--- src/hw/rtl/asbb_pkg.sv ---
// Shared types, constants and strobe helpers for the AXI4 burst-to-beat bridge.
// Used by axi4_slave_burst_to_beat_bridge; depends on nothing else.
package asbb_pkg;

  // Data path is fixed at 64 bits, one memory access per beat.
  localparam int DATA_BYTES = 8;
  localparam int BYTE_OFF_W = 3;   // bits of a byte offset within a beat
  localparam int BYTES_W    = 4;   // holds 0..DATA_BYTES

  // Address step of an incrementing burst.
  localparam int BEAT_STEP = 8;

  // AXI burst type that increments; every other code keeps the address.
  localparam logic [1:0] BURST_INCR = 2'd1;

  // Memory command codes.
  localparam logic [1:0] MEM_NONE  = 2'd0;
  localparam logic [1:0] MEM_READ  = 2'd1;
  localparam logic [1:0] MEM_WRITE = 2'd2;

  typedef enum logic [1:0] {
    PH_IDLE  = 2'd0,
    PH_READ  = 2'd1,
    PH_WRITE = 2'd2
  } phase_t;

  // One result transaction as held in the output register.
  typedef struct packed {
    logic        addr_ready;
    logic        wdata_ready;
    logic        rd_valid;
    logic        rd_last;
    logic        rd_resp;
    logic [63:0] rd_data;
    logic        wr_resp_valid;
    logic        wr_resp;
    logic [1:0]  mem_cmd;
    logic [31:0] mem_addr;
    logic [BYTES_W-1:0] mem_bytes;
    logic [63:0] mem_wdata;
  } result_t;

  // Index of the lowest set strobe; 0 when no strobe is set.
  function automatic logic [BYTE_OFF_W-1:0] strobe_offset(input logic [DATA_BYTES-1:0] strb);
    logic [BYTE_OFF_W-1:0] off;
    off = '0;
    for (int i = DATA_BYTES - 1; i >= 0; i--) begin
      if (strb[i]) begin
        off = BYTE_OFF_W'(i);
      end
    end
    return off;
  endfunction

  // Length of the run of set bits starting at bit 0.
  function automatic logic [BYTES_W-1:0] strobe_run(input logic [DATA_BYTES-1:0] strb);
    logic [BYTES_W-1:0] n;
    logic               stop;
    n    = '0;
    stop = 1'b0;
    for (int i = 0; i < DATA_BYTES; i++) begin
      if (!stop && strb[i]) begin
        n = n + BYTES_W'(1);
      end else begin
        stop = 1'b1;
      end
    end
    return n;
  endfunction

endpackage

--- src/hw/rtl/axi4_slave_burst_to_beat_bridge.sv ---
// AXI4 slave front end: turns each read or write burst into one memory access per beat.
// Depends on asbb_pkg for types, codes and strobe helpers.
//
//   channel  | handshake            | payload
//   ---------+----------------------+-------------------------------------------------
//   input    | in_valid / in_stall  | address-channel offer, write beat, memory answer
//   output   | out_valid / out_stall| ready flags, read beat, write response, mem access
//
// Each input transaction is one bus cycle and yields exactly one result transaction.
// The result is computed by short logic from the burst state and the input, and lands
// in the output register at the accepting edge. One transaction per clock is sustained
// while the output side does not stall; in_stall rises only while the output register
// holds a result that the output side is stalling. Reset (rst, synchronous) returns the
// bridge to idle with all burst state and the pending write response cleared.
module axi4_slave_burst_to_beat_bridge #(
  parameter int ADDR_WIDTH = 32
) (
  input  logic        clk,
  input  logic        rst,

  input  logic        in_valid,
  output logic        in_stall,
  input  logic        rd_addr_valid,
  input  logic        wr_addr_valid,
  input  logic [31:0] burst_addr,
  input  logic [7:0]  burst_len,
  input  logic [1:0]  burst_kind,
  input  logic [63:0] wdata,
  input  logic [7:0]  wstrb,
  input  logic [63:0] mem_rdata,
  input  logic        mem_fail,

  output logic        out_valid,
  input  logic        out_stall,
  output logic        addr_ready,
  output logic        wdata_ready,
  output logic        rd_valid,
  output logic        rd_last,
  output logic        rd_resp,
  output logic [63:0] rd_data,
  output logic        wr_resp_valid,
  output logic        wr_resp,
  output logic [1:0]  mem_cmd,
  output logic [31:0] mem_addr,
  output logic [asbb_pkg::BYTES_W-1:0] mem_bytes,
  output logic [63:0] mem_wdata
);

  // Burst state.
  asbb_pkg::phase_t        phase, phase_next;
  logic [ADDR_WIDTH-1:0]   beat_addr, beat_addr_next;
  logic [7:0]              beats_left, beats_left_next;
  logic [1:0]              burst_mode, burst_mode_next;
  logic                    read_err_seen, read_err_seen_next;
  logic                    write_err_seen, write_err_seen_next;
  logic                    bresp_pending, bresp_pending_next;
  logic                    bresp_code, bresp_code_next;

  // Output register.
  asbb_pkg::result_t       res, res_next;
  asbb_pkg::result_t       res_reg;

  logic                    in_accept;
  logic [ADDR_WIDTH-1:0]   addr_step;
  logic [ADDR_WIDTH-1:0]   aligned_addr;
  logic [asbb_pkg::BYTE_OFF_W-1:0] wr_off;
  logic [asbb_pkg::BYTE_OFF_W-1:0] rd_off;

  // Hold off new transactions only while a finished result is being stalled.
  assign in_stall  = out_valid && out_stall;
  assign in_accept = in_valid && !in_stall;

  // Fixed and wrap bursts keep the address; only incrementing bursts advance.
  assign addr_step    = (burst_mode == asbb_pkg::BURST_INCR) ?
                        ADDR_WIDTH'(asbb_pkg::BEAT_STEP) : '0;
  assign aligned_addr = {beat_addr[ADDR_WIDTH-1:asbb_pkg::BYTE_OFF_W],
                         {asbb_pkg::BYTE_OFF_W{1'b0}}};
  assign wr_off       = asbb_pkg::strobe_offset(wstrb);
  assign rd_off       = beat_addr[asbb_pkg::BYTE_OFF_W-1:0];

  always_comb begin
    phase_next          = phase;
    beat_addr_next      = beat_addr;
    beats_left_next     = beats_left;
    burst_mode_next     = burst_mode;
    read_err_seen_next  = read_err_seen;
    write_err_seen_next = write_err_seen;
    bresp_pending_next  = 1'b0;
    bresp_code_next     = 1'b0;

    res               = '0;
    // The write response registered on the previous last beat shows now.
    res.wr_resp_valid = bresp_pending;
    res.wr_resp       = bresp_pending && bresp_code;

    case (phase)
      asbb_pkg::PH_READ: begin
        res.rd_valid  = 1'b1;
        res.mem_cmd   = asbb_pkg::MEM_READ;
        res.mem_addr  = 32'(beat_addr);
        res.mem_bytes = asbb_pkg::BYTES_W'(asbb_pkg::DATA_BYTES);
        res.rd_data   = mem_rdata << {rd_off, 3'b000};
        res.rd_resp   = read_err_seen | mem_fail;
        if (beats_left == 8'd0) begin
          res.rd_last    = 1'b1;
          res.addr_ready = 1'b1;
        end else begin
          // Accumulate errors and advance to the next beat.
          read_err_seen_next = read_err_seen | mem_fail;
          beats_left_next    = beats_left - 8'd1;
          beat_addr_next     = beat_addr + addr_step;
        end
      end
      asbb_pkg::PH_WRITE: begin
        res.wdata_ready = 1'b1;
        res.mem_cmd     = asbb_pkg::MEM_WRITE;
        res.mem_addr    = 32'(aligned_addr + ADDR_WIDTH'(wr_off));
        res.mem_bytes   = asbb_pkg::strobe_run(wstrb >> wr_off);
        res.mem_wdata   = wdata >> {wr_off, 3'b000};
        if (beats_left == 8'd0) begin
          // Register the write response for the next result transaction.
          bresp_pending_next = 1'b1;
          bresp_code_next    = write_err_seen | mem_fail;
          res.addr_ready     = 1'b1;
        end else begin
          write_err_seen_next = write_err_seen | mem_fail;
          beats_left_next     = beats_left - 8'd1;
          beat_addr_next      = beat_addr + addr_step;
        end
      end
      default: begin
        res.addr_ready = 1'b1;
      end
    endcase

    // Take a new burst when ready; read wins over write.
    if (res.addr_ready) begin
      read_err_seen_next  = 1'b0;
      write_err_seen_next = 1'b0;
      if (rd_addr_valid) begin
        phase_next = asbb_pkg::PH_READ;
      end else if (wr_addr_valid) begin
        phase_next = asbb_pkg::PH_WRITE;
      end else begin
        phase_next = asbb_pkg::PH_IDLE;
      end
      if (rd_addr_valid || wr_addr_valid) begin
        beat_addr_next  = ADDR_WIDTH'(burst_addr);
        burst_mode_next = burst_kind;
        beats_left_next = burst_len;
      end
    end

    res_next = res;
  end

  // Advance burst state only on an accepted transaction.
  always_ff @(posedge clk) begin
    if (rst) begin
      phase          <= asbb_pkg::PH_IDLE;
      beat_addr      <= '0;
      beats_left     <= '0;
      burst_mode     <= '0;
      read_err_seen  <= 1'b0;
      write_err_seen <= 1'b0;
      bresp_pending  <= 1'b0;
      bresp_code     <= 1'b0;
    end else if (in_accept) begin
      phase          <= phase_next;
      beat_addr      <= beat_addr_next;
      beats_left     <= beats_left_next;
      burst_mode     <= burst_mode_next;
      read_err_seen  <= read_err_seen_next;
      write_err_seen <= write_err_seen_next;
      bresp_pending  <= bresp_pending_next;
      bresp_code     <= bresp_code_next;
    end
  end

  // Output register: load on accept, drop valid once taken with nothing new behind it.
  always_ff @(posedge clk) begin
    if (rst) begin
      out_valid <= 1'b0;
    end else if (in_accept) begin
      out_valid <= 1'b1;
    end else if (!out_stall) begin
      out_valid <= 1'b0;
    end
  end

  always_ff @(posedge clk) begin
    if (in_accept) begin
      res_reg <= res_next;
    end
  end

  assign addr_ready    = res_reg.addr_ready;
  assign wdata_ready   = res_reg.wdata_ready;
  assign rd_valid      = res_reg.rd_valid;
  assign rd_last       = res_reg.rd_last;
  assign rd_resp       = res_reg.rd_resp;
  assign rd_data       = res_reg.rd_data;
  assign wr_resp_valid = res_reg.wr_resp_valid;
  assign wr_resp       = res_reg.wr_resp;
  assign mem_cmd       = res_reg.mem_cmd;
  assign mem_addr      = res_reg.mem_addr;
  assign mem_bytes     = res_reg.mem_bytes;
  assign mem_wdata     = res_reg.mem_wdata;

endmodule

--- config.mk ---
export PLATFORM = sky130hd
export DESIGN_NAME = axi4_slave_burst_to_beat_bridge
export DESIGN_NICKNAME = d
export VERILOG_FILES = /design/src/hw/rtl/asbb_pkg.sv /design/src/hw/rtl/axi4_slave_burst_to_beat_bridge.sv
export SDC_FILE = /design/constraint.sdc
export NUM_CORES = 1
export LEC_CHECK = 0
export ABC_AREA = 1
export BUFFER_PORTS_ARGS = -buffer_cell sky130_fd_sc_hd__buf_2
export CORE_AREA = 2 2 178 180
export DETAILED_ROUTE_END_ITERATION = 7
export DIE_AREA = 0 0 180 182
export GPL_ROUTABILITY_DRIVEN = 0
export HOLD_SLACK_MARGIN = 0.05
export RECOVER_POWER = 100
export SETUP_SLACK_MARGIN = 0.5
export SYNTH_ARGS = -nofsm -noshare
export SYNTH_HDL_FRONTEND = slang
export SYNTH_SLANG_ARGS = --single-unit
--- constraint.sdc ---
create_clock -name clk -period 4.9 [get_ports clk]
set_input_delay 0.735 -clock clk [delete_from_list [all_inputs] [get_ports clk]]
set_output_delay 0.735 -clock clk [all_outputs]
set_load 0.005 [all_outputs]
* Yosys cells after proc, flatten, opt, wreduce, memory -nomap -nowiden *
Cells that the tools add are included.

word-level totals
  input port bits = 185
  register bits = 222
  output and inout bits = 175
  logic and storage cells = 132

operators by class
  mux-type cells = 64
  bitwise logic cells = 2
  equality and inequality tests = 5
  reductions and logical operators = 27
  add/sub/neg operators = 10
  shift-type cells = 3

operators by type and width
  kind                                               number
  two-way mux 32 bit                                 4
  case mux 38 bit (2 select lines)                   1
  two-way mux 67 bit                                 1
  << shifter 64 x 6 -> 64 bit                        1
  right shift 64 x 6 -> 64 bit                       1
  two-way mux 4 bit                                  15
  adder 32 x 3 -> 32 bit                             1
  adder 32 x 4 -> 32 bit                             1
  two-way mux 8 bit                                  4
  two-way mux 1 bit                                  29
  adder 4 x 1 -> 4 bit (second input constant)       7
  two-way mux 3 bit                                  8
  logical AND 1 bit                                  10
  AND reduction 3 bit                                3
  logical NOT 1 bit                                  8
  logical NOT 8 bit                                  1
  right shift 8 x 3 -> 8 bit                         1
  subtractor 8 x 1 -> 8 bit (second input constant)  1
  == test 2 x 1 -> 1 bit (second input constant)     2
  two-way mux 2 bit                                  2
  nonzero test 2 bit                                 2
  == test 2 bit (second input constant)              1
  != test 2 x 1 -> 1 bit (second input constant)     1
  != test 2 bit (second input constant)              1
  other kinds (4)                                    5

* Logic depth before layout (Yosys ltp) *
Gate-level depths: netlist of run 1.

  word-level depth = 39
  gate-level depth with buffers = 25
  depth with buffers taken out = 25

* Worst setup path after synthesis of run 1 *
OpenSTA, ideal clock, no wires.

  path kind = input-to-reg
  start point = input out_stall
  end point = register beat_addr[23]
  cell stages on the path = 6
  required time = 4.828 ns
  buffers on the path = 1
  library setup time = 0.072 ns
  arrival = 3.672 ns
  slack = 1.156 ns
  path through = nand2_1 > inv_1 > nor2_1 > buf_2 > o211ai_1 > a21oi_1

between the ends
  word-level cells in the longest chain between the ends = 3

ends and longest elaborated chain
  item                  RTL line                                RTL
  from (decl)           axi4_slave_burst_to_beat_bridge.sv:34   input logic out_stall,
  logical AND 1 bit     axi4_slave_burst_to_beat_bridge.sv:70   assign in_stall = out_valid && out_stall;
  named net in_stall    axi4_slave_burst_to_beat_bridge.sv:22   output logic in_stall,
  logical NOT 1 bit     axi4_slave_burst_to_beat_bridge.sv:71   assign in_accept = in_valid && !in_stall;
  logical AND 1 bit     axi4_slave_burst_to_beat_bridge.sv:71
  named net in_accept   axi4_slave_burst_to_beat_bridge.sv:63   logic in_accept;
  to (signal assigned)  axi4_slave_burst_to_beat_bridge.sv:170  beat_addr <= beat_addr_next;
  to (decl)             axi4_slave_burst_to_beat_bridge.sv:51   logic [ADDR_WIDTH-1:0] beat_addr, beat_addr_next;

The timed path passes the listed nets, and every way through them passes these cells.
A chain may end at the register's enable or synchronous reset.

* Final worst setup path of run 1 *
  start point = input wstrb[5]
  end point = register res_reg (netlist bit mem_bytes[1]), data pin

between the ends
  word-level cells in the longest chain between the ends = 37
  elaborated cells between the ends (all ways) = 58
  those cells by class = 7 x add/sub; 1 x shift; 36 x mux; 14 x reduce/logical

ends and longest elaborated chain
  item                                                                           RTL line                                RTL
  from (decl)                                                                    axi4_slave_burst_to_beat_bridge.sv:29   input logic [7:0] wstrb,
  two-way mux 3 bit (6 in series)                                                asbb_pkg.sv:48                          if (strb[i]) begin
  right shift 8 x 3 -> 8 bit (*)                                                 axi4_slave_burst_to_beat_bridge.sv:118  res.mem_bytes = asbb_pkg::strobe_run(wstrb >> wr_off);
  parallel branches: the longest is 28 deep, another holds adder 4 x 1 -> 4 bit  --
  two-way mux 4 bit (*)                                                          asbb_pkg.sv:62                          if (!stop && strb[i]) begin
  case mux 38 bit (2 select lines) (*)                                           axi4_slave_burst_to_beat_bridge.sv:96   case (phase)
  to (signal assigned)                                                           axi4_slave_burst_to_beat_bridge.sv:193  res_reg <= res_next;
  to (decl)                                                                      axi4_slave_burst_to_beat_bridge.sv:61   asbb_pkg::result_t res_reg;

Every way passes the cells marked *. The select of a mux whose other input is x is not followed.

==> metrics.csv, run 1 <==
stage,metric,value,unit
route,ant_nets,0,
synthesis,ys_seq_elements,222,
clock_network,cts_tree,done,
timing,fin_crit_sh,82.2,%
floorplanning,initial_core_util,40.2,%
cells_and_area,areaGrowthSynthToFinish,22.0,%
setup_path,critPathRequiredTime,5.17,ns
timing,slew_viol_final,263,
floorplanning,die_w,180,um
clock_network,cts.sinks,222,
synthesis,synth_area_leaders,"edfxtp_1, nand2_1, o21ai_0, dfxtp_1, nor2_1",
pwr,swShare,29.7,%
route,first_pass_iters,6,
timing,timing.final.hold_violations,0,
clock_network,cts_setup_buffers,0,
clock_network,cts_resized,0,
placed_design,dp.cells,2208,
synthesis,synth.mux.area_fraction,0.482,%
route,wl_per_cell,17.3,um
timing,fmax,248,MHz
setup_path,cp-end-kind,flop,
route,avgViaCountPerCell,5.30,
pwr,max-vdd-ir-drop,238,uV
grt,grt_pass1_vias,11200,
route,vias,12000,
synthesis,synth_compound_area_share,17.2,%
floorplanning,ios,360,
synthesis,yosys_warnings,0,
synthesis,synth_xor_area_share,1.06,%
cells_and_area,fin_util,49.0,%
clock_network,cts-root-buf,clkbuf_16,
setup_path,path_max_fanout,7,
floorplanning,row_count,65,
timing,fin_skew,0.0109,ns
synthesis,synthSimpleGateAreaFrac,23.6,%
synthesis,synth_top_area_share,41.7,%
pwr,power.leakage,6.28,nW
timing,setup_tns,0,ns
synthesis,synth_top_family_by_area,simple AND/OR/NAND/NOR gates,
grt,grt_max_degree,143,
pwr,switching_power,1.56,mW
timing,holdWs,0.436,ns
route,drt_iter0_drc,929,
setup_path,criticalPathCategory,in -> reg,
cells_and_area,drive_above_1_share,18.8,%
timing,finalSetupViolations,0,
placed_design,dpl.hpwl,27.4,mm
route,wirelength,39.1,mm
floorplanning,core_area,31000,um2
synthesis,synthCells,1526,
pwr,intPower,3.70,mW
grt,grt_pass1_wl,60.5,mm
synthesis,synth_fa_ha_area_share,0.904,%
clock_network,cts_buffers,27,
run,maxCapViolations,5,
grt,grt_usage,22.7,%
setup_path,start_kind,input port,
timing,relSlewSlack,-25.7,%
setup_path,r2r_cells,14,
synthesis,ys_seq_area_share,49.6,%
synthesis,synthesis.nets,1720,
placed_design,portBuffers,359,
clock_network,ctsHtreeMaxLevel,1,
clock_network,clockBufferDepth,3,
synthesis,synth_top_area_cell,edfxtp_1,
cells_and_area,final_nets,2029,
clock_network,clock_latency,0.53,ns
grt,overflow,0,
cells_and_area,stdcell_count,2266,
timing,period_minus_slack,4.03,ns
floorplanning,die_h,182,um
timing,worst_pin_slew,1.89,ns
grt,grt_antenna_before_repair,11,
synthesis,avgSynthCellArea,8.16,um2
setup_path,arrival,4.30,ns
pwr,comb_power_share,19.4,%
pwr,p_per_area,347,nW/um2
synthesis,syn_area,12500,um2
timing,rsz0062_at_grt,no,
route,drc_errors,0,
run_status,violations,"max-capacitance violations, max-slew violations",
floorplanning,die_area,32800,um2
synthesis,synthDistinctLibCells,47,
clock_network,clkTransAtPathRegs,0.06,ns
pwr,p_clk_share,37.6,%
pwr,p_seq_share,43.0,%
run_status,status,finished with violations,
setup_path,r2r_slack,1.19,ns
min_path,whs_path_depth,3,
clock_network,cts_hold_buf,0,
min_path,hold_path.class,in -> reg,
[metrics by stage]
| stage | area (um2) | power, mW | setup slack [ns] |
|---|---|---|---|
| floorplan | 12500 | 2.96 | 1.16 |
| global placement | 14500 | 3.34 | 1.01 |
| detailed placement | 14500 | 3.35 | 0.835 |
| CTS | 15400 | 5.34 | 1.38 |
| global route | 15200 | 5.53 | 0.599 |
| finish | 15200 | 5.26 | 0.871 |
[sequential cells by signal, indices dropped and copies added, names as in the netlist, 2 cells and up]
| signal | cells |
|---|---|
| mem_addr | 32 |
| mem_wdata | 64 |
| rd_data | 64 |
| mem_cmd | 2 |
| mem_bytes | 4 |
| phase | 2 |
| beat_addr | 32 |
| beats_left | 8 |
| burst_mode | 2 |
[kinds of logic after synthesis]
group / count (synthesis)
and+or+nand+nor: 664
muxes: 6
adders and majority gates: 9
xor gates and xnor gates: 15
AOI/OAI and AO/OA: 378
buffers and inverters: 232
DFF: 222
[Yosys cell counts, drive strengths merged]
library cell / count
o22ai: 34
o221ai: 1
a211oi: 3
or2: 13
o21ai: 209
o211ai: 51
ha: 9
o32ai: 6
clkbuf: 76
nand3b: 2
o31ai: 2
dfxtp: 49
o21bai: 1
nand2: 345
o21a: 2
nand4: 14
nor2: 170
nand3: 84
a31oi: 4
a22o: 1
edfxtp: 173
nor4: 4
o311ai: 2
xor2: 15
and2: 1
a21oi: 62
mux2i: 6
nor3: 31
inv: 136
buf: 20
[power by group through the flow]
stage | sequential, mW | clock [mW] | combinational (mW)
floorplan | 2.30 | 0 | 0.664
global placement | 2.30 | 0 | 1.04
detailed placement | 2.30 | 0 | 1.06
CTS | 2.26 | 2.02 | 1.06
global route | 2.28 | 2.10 | 1.15
finish | 2.26 | 1.98 | 1.02
[layout by cell type (no fill, tap or decap), types with 4 or more instances in the layout]
| cell type | Yosys | routed |
|---|---|---|
| nand2_2 | 7 | 4 |
| inv_2 | 14 | 10 |
| a31oi_1 | 4 | 4 |
| mux2i_1 | 6 | 6 |
| a21oi_1 | 59 | 60 |
| nor2_2 | 6 | 5 |
| dfxtp_1 | 49 | 48 |
| buf_4 | 1 | 11 |
| clkbuf_1 | 76 | 121 |
| buf_2 | 9 | 245 |
| xor2_1 | 15 | 15 |
| or2_2 | 12 | 12 |
| edfxtp_1 | 173 | 173 |
| inv_1 | 122 | 126 |
| nand4_1 | 13 | 13 |
| nor3_1 | 30 | 30 |
| nand2_1 | 332 | 339 |
| clkinv_1 | 0 | 5 |
| nor2_1 | 154 | 156 |
| o22ai_1 | 34 | 34 |
| o211ai_1 | 51 | 51 |
| nor4_1 | 4 | 4 |
| ha_1 | 9 | 9 |
| nand3_2 | 5 | 4 |
| o21ai_0 | 205 | 205 |
| nor2_4 | 8 | 7 |
| diode_2 | 0 | 9 |
| o32ai_1 | 6 | 6 |
| nand3_1 | 79 | 80 |
| clkbuf_16 | 0 | 27 |
[path summary, 6_finish.rpt]
| kind | start | endpoint |
|---|---|---|
| max | wstrb[5] | mem_bytes[1]$_SDFFCE_PP0P_ |
| min | burst_addr[2] | beat_addr[2]$_SDFFE_PP0P_ |
| max reg2reg | beats_left[0]$_SDFFE_PP0P_ | beat_addr[7]$_SDFFE_PP0P_ |
| min reg2reg | burst_mode[0]$_SDFFE_PP0P_ | burst_mode[0]$_SDFFE_PP0P_ |
[layout make-up]
cell class	instances	area, um2
Timing Repair Buffer	376	1780
Antenna cell	9	22.5
Clock inverter	16	165
Fill cell	3117	15800
Clock buffer	33	708
Tap cell	402	503
Sequential cell	222	6180
Multi-Input combinational cell	1072	5330
Inverter	136	510
[critical path, stage by stage]
cell,delay (ns)
buf_2,0.11
inv_2,0.09
nand2_1,0.06
nand2_1,0.05
nand2_1,0.05
nand2_1,0.14
nand2_1,0.20
nor2_1,0.44
nand2_2,0.09
nand3_1,0.10
nand2_1,0.12
o21a_1,0.22
ha_1,0.28
o21ai_0,0.35
inv_1,0.10
ha_1,0.29
nand2_1,0.08
o211ai_1,0.23
inv_1,0.07
ha_1,0.28
o21ai_0,0.16
a21oi_1,0.05
[metal layers]
layer,up-vias,routed length (um),global-route usage (%)
met2,495,19100,39.4
met4,4,1060,6.54
met3,77,2820,3.63
met5,-,27,0
met1,5572,16100,29.4
li1,5866,-,-
Power figures use the tool's default switching activity.
==> inputs of run 2 (changes only) <==
--- a/config.mk
+++ b/config.mk
@@ -5,11 +5,11 @@
 export SDC_FILE = /design/constraint.sdc
 export NUM_CORES = 1
 export LEC_CHECK = 0
-export ABC_AREA = 1
+export ABC_AREA = 0
 export BUFFER_PORTS_ARGS = -buffer_cell sky130_fd_sc_hd__buf_2
-export CORE_AREA = 2 2 178 180
+export CORE_AREA = 2 2 179 181
 export DETAILED_ROUTE_END_ITERATION = 7
-export DIE_AREA = 0 0 180 182
+export DIE_AREA = 0 0 181 183
 export GPL_ROUTABILITY_DRIVEN = 0
 export HOLD_SLACK_MARGIN = 0.05
 export RECOVER_POWER = 100
==> constraint.sdc (replaced) <==
create_clock -name clk -period 3.9 [get_ports clk]
set_input_delay 0.585 -clock clk [delete_from_list [all_inputs] [get_ports clk]]
set_output_delay 0.585 -clock clk [all_outputs]
set_load 0.005 [all_outputs]
==> metrics.csv, run 2 <==
stage,metric,value,unit,change
setup_path,critPathRequiredTime,4.16,ns,was 5.17 ns
setup_path,worst-path-buf-inv,3,,was 4
setup_path,path_max_fanout,6,,was 7
synthesis,synth.most_common_cell,nand2_1,,unchanged
setup_path,cp_cell_sequence,"buf_6, or2_4, o21a_4, a311oi_4, a31oi_1, a21bo_4, a21oi_2, ha_1, inv_2, a21boi_2, ha_1, inv_2, mux2i_2, mux2_4, ha_1, mux2_2, mux2i_1, nor2_1",,"was buf_2, inv_2, nand2_1, nand2_1, nand2_1, nand2_1, nand2_1, nor2_1, nand2_2, nand3_1, nand2_1, o21a_1, ha_1, o21ai_0, inv_1, ha_1, nand2_1, o211ai_1, inv_1, ha_1, o21ai_0, a21oi_1"
timing,relSlewSlack,-31.1,%,was -25.7%
min_path,hold_path.class,in -> reg,,unchanged
timing,slew_viol_final,153,,was 263
route,ant_nets,0,,unchanged
timing,holdWs,0.280,ns,was 0.436 ns
timing,fmax,289,MHz,
setup_path,cpMostUsedCell,ha_1,,was nand2_1
floorplanning,die_w,181,um,was 180 um
synthesis,ys_seq_area_share,49.2,%,was 49.6%
clock_network,cts_hold_buf,0,,unchanged
synthesis,synthSimpleGateAreaFrac,19.8,%,was 23.6%
cells_and_area,final_nets,1831,,was 2029
setup_path,cpLargestDelayFamily,compound AO/OA/AOI/OAI gates,,was simple AND/OR/NAND/NOR gates
synthesis,synth_compound_area_share,15.7,%,was 17.2%
grt,overflow,0,,unchanged
floorplanning,die_area,33100,um2,was 32800 um2
synthesis,synthCells,1287,,was 1526
grt,grt_pass1_wl,61.9,mm,was 60.5 mm
synthesis,synth_top_area_share,41.4,%,was 41.7%
cells_and_area,final_common_cell,buf_2,,was nand2_1
synthesis,ys_top_cells_by_count,"nand2_1, edfxtp_1, nor2_1",,"was nand2_1, o21ai_0, edfxtp_1"
grt,grt_usage,23.7,%,was 22.7%
pwr,max-vdd-ir-drop,283,uV,was 238 uV
floorplanning,initial_core_util,40.2,%,about the same
synthesis,synthArstFlopShare,0,%,unchanged
timing,worst_slack,0.443,ns,was 0.871 ns
timing,rsz0062_at_grt,yes,,was no
setup_path,cp-end-kind,flop,,unchanged
synthesis,syn_area,12600,um2,was 12500 um2
grt,grt_antenna_before_repair,10,,was 11
clock_network,clockBufferDepth,3,,unchanged
cells_and_area,drive_above_1_share,23.2,%,was 18.8%
clock_network,cts_tree,done,,unchanged
run_status,violations,"max-capacitance violations, max-slew violations",,unchanged
pwr,p_per_area,407,nW/um2,was 347 nW/um2
synthesis,yosys_most_used_dff,edfxtp_1,,unchanged
cells_and_area,fillCellCount,3019,,was 3117
run,maxCapViolations,3,,was 5
synthesis,synth_top_family_by_area,simple AND/OR/NAND/NOR gates,,unchanged
placed_design,portBuffers,359,,unchanged
route,wl_per_cell,20.0,um,was 17.3 um
route,wirelength,41.4,mm,was 39.1 mm
route,drc_errors,0,,unchanged
synthesis,avgSynthCellArea,9.76,um2,was 8.16 um2
synthesis,synth_fa_ha_area_share,0.897,%,was 0.904%
clock_network,cts.sinks,222,,unchanged
synthesis,synth_area_leaders,"edfxtp_1, dfxtp_1, mux2i_1, nand2_1, o21ai_0",,"was edfxtp_1, nand2_1, o21ai_0, dfxtp_1, nor2_1"
placed_design,dpl.hpwl,30.0,mm,was 27.4 mm
setup_path,arrival,3.72,ns,was 4.30 ns
synthesis,synth_xor_area_share,0.179,%,was 1.06%
setup_path,start_kind,input port,,unchanged
clock_network,cts-root-buf,clkbuf_16,,unchanged
clock_network,clkTransAtPathRegs,0.06,ns,about the same
placed_design,dpl_worst_slack,-0.105,ns,was 0.835 ns
route,first_pass_iters,5,,was 6
cells_and_area,stdcell_count,2068,,was 2266
floorplanning,ios,360,,unchanged
floorplanning,die_h,183,um,was 182 um
synthesis,synth_top_area_cell,edfxtp_1,,unchanged
grt,grt_max_degree,74,,was 143
setup_path,slowest_delay,0.30,ns,was 0.44 ns
clock_network,clock_latency,0.53,ns,about the same
pwr,power,6.37,mW,was 5.26 mW
cells_and_area,areaGrowthSynthToFinish,24.9,%,was 22.0%
synthesis,yosys_warnings,0,,unchanged
timing,finalSetupViolations,0,,unchanged
timing,fin_skew,0.0121,ns,was 0.0109 ns
setup_path,worst_path_max_delay_cell,ha_1,,was nor2_1
route,avgViaCountPerCell,5.53,,was 5.30
pwr,power.leakage,6.14,nW,was 6.28 nW
synthesis,synthesis.nets,1481,,was 1720
timing,worst_pin_slew,1.96,ns,was 1.89 ns
route,vias,11400,,was 12000
cells_and_area,fin_util,50.2,%,was 49.0%
floorplanning,core_area,31200,um2,was 31000 um2
floorplanning,row_count,65,,unchanged
placed_design,dp.cells,2005,,was 2208
synthesis,synth_edf_count,173,,unchanged
clock_network,cts_buffers,26,,was 27
route,drt_iter0_drc,948,,was 929
timing,timing.final.hold_violations,0,,unchanged
timing,period_minus_slack,3.46,ns,
synthesis,synthDistinctLibCells,68,,was 47
synthesis,synth.mux.area_fraction,10.8,%,was 0.482%
clock_network,ctsHtreeMaxLevel,1,,unchanged
cells_and_area,layout_common_cells,"buf_2, nand2_1, edfxtp_1",,"was nand2_1, buf_2, o21ai_0"
setup_path,criticalPathCategory,in -> reg,,unchanged
synthesis,ys_seq_elements,222,,unchanged
run_status,status,finished with violations,,unchanged
timing,fin_crit_sh,88.6,%,
grt,grt_pass1_vias,10700,,was 11200
==> run 2: cell types whose count changed in the layout (fill, tap and decap cells not counted), moves of 43 or more <==
cell	before	now
nand3_1	80	32
o211ai_1	51	8
inv_1	126	20
o21ai_0	205	85
mux2i_1	6	95
and2_0	0	46
nand2_1	339	175
nor2_1	156	109
==> run 2: through the flow <==
step	TNS, ns	area [um2]
finish	0	15700
global route	0	15700
CTS	0	15800
detailed placement	-0.124	14900
global placement	-0.0694	14900
floorplan	0	12600
==> run 2: worst reg2reg max path: stages (launching register included) <==
cell      delay (ns)
dfxtp_1         1.65
clkbuf_1        0.62
mux2_2          0.42
a21oi_1         0.16
o22ai_1         0.09
and2_0          0.19
==> run 2: final cells by class <==
class / count / area (um2) / share of cell area [%]
flip-flops and latches: 222 / 6180 / 39.4
multi-input cells: 952 / 6050 / 38.6
repair buffers: 410 / 2000 / 12.7
clock buffers: 33 / 698 / 4.45
well taps: 402 / 503 / 3.21
clock inverters: 15 / 126 / 0.806
inverters: 25 / 101 / 0.646
diodes: 9 / 22.5 / 0.144
==> run 2: per-layer routing <==
layer	GRT usage [%]	vias to the layer above	share of wire, %
met5	0	-	0.031
met4	6.28	2	2.3
met3	5.84	64	9.4
met2	39.6	527	47
met1	31.0	5426	41
li1	-	5418	-
==> run 2: path summary, 6_finish.rpt <==
kind,start,endpoint,slack [ns],depth (start not counted)
worst max-delay path,wstrb[5],mem_bytes[1]$_SDFFCE_PP0P_,0.44,18
worst min-delay path,in_valid,out_valid$_SDFFE_PP0P_,0.28,3
worst max register to register,beat_addr[1]$_SDFFE_PP0P_,rd_data[44]$_SDFFCE_PN0P_,0.53,5
worst min register to register,bresp_code$_SDFFE_PP0P_,bresp_code$_SDFFE_PP0P_,0.46,2
==> run 2: power breakdown <==
part,internal (mW),switching (mW),total (mW)
sequential,2.71,0.0827,2.79
combinational,0.485,0.726,1.21
clock,1.39,0.976,2.37
==> run 2: cell families after synthesis <==
family | Yosys count
AOI/OAI and AO/OA | 304
and+or+nand+nor | 515
DFF | 222
adders and majority gates | 9
xor gates and xnor gates | 1
buffers and inverters | 113
muxes | 123
==> run 2: timing repair <==
action / 4_1_cts / 5_1_grt
endpoints found under the setup margin: 1 / 3
pin swaps: 0 / 10
setup buffers: 0 / 6
gates resized for setup: 5 / 25
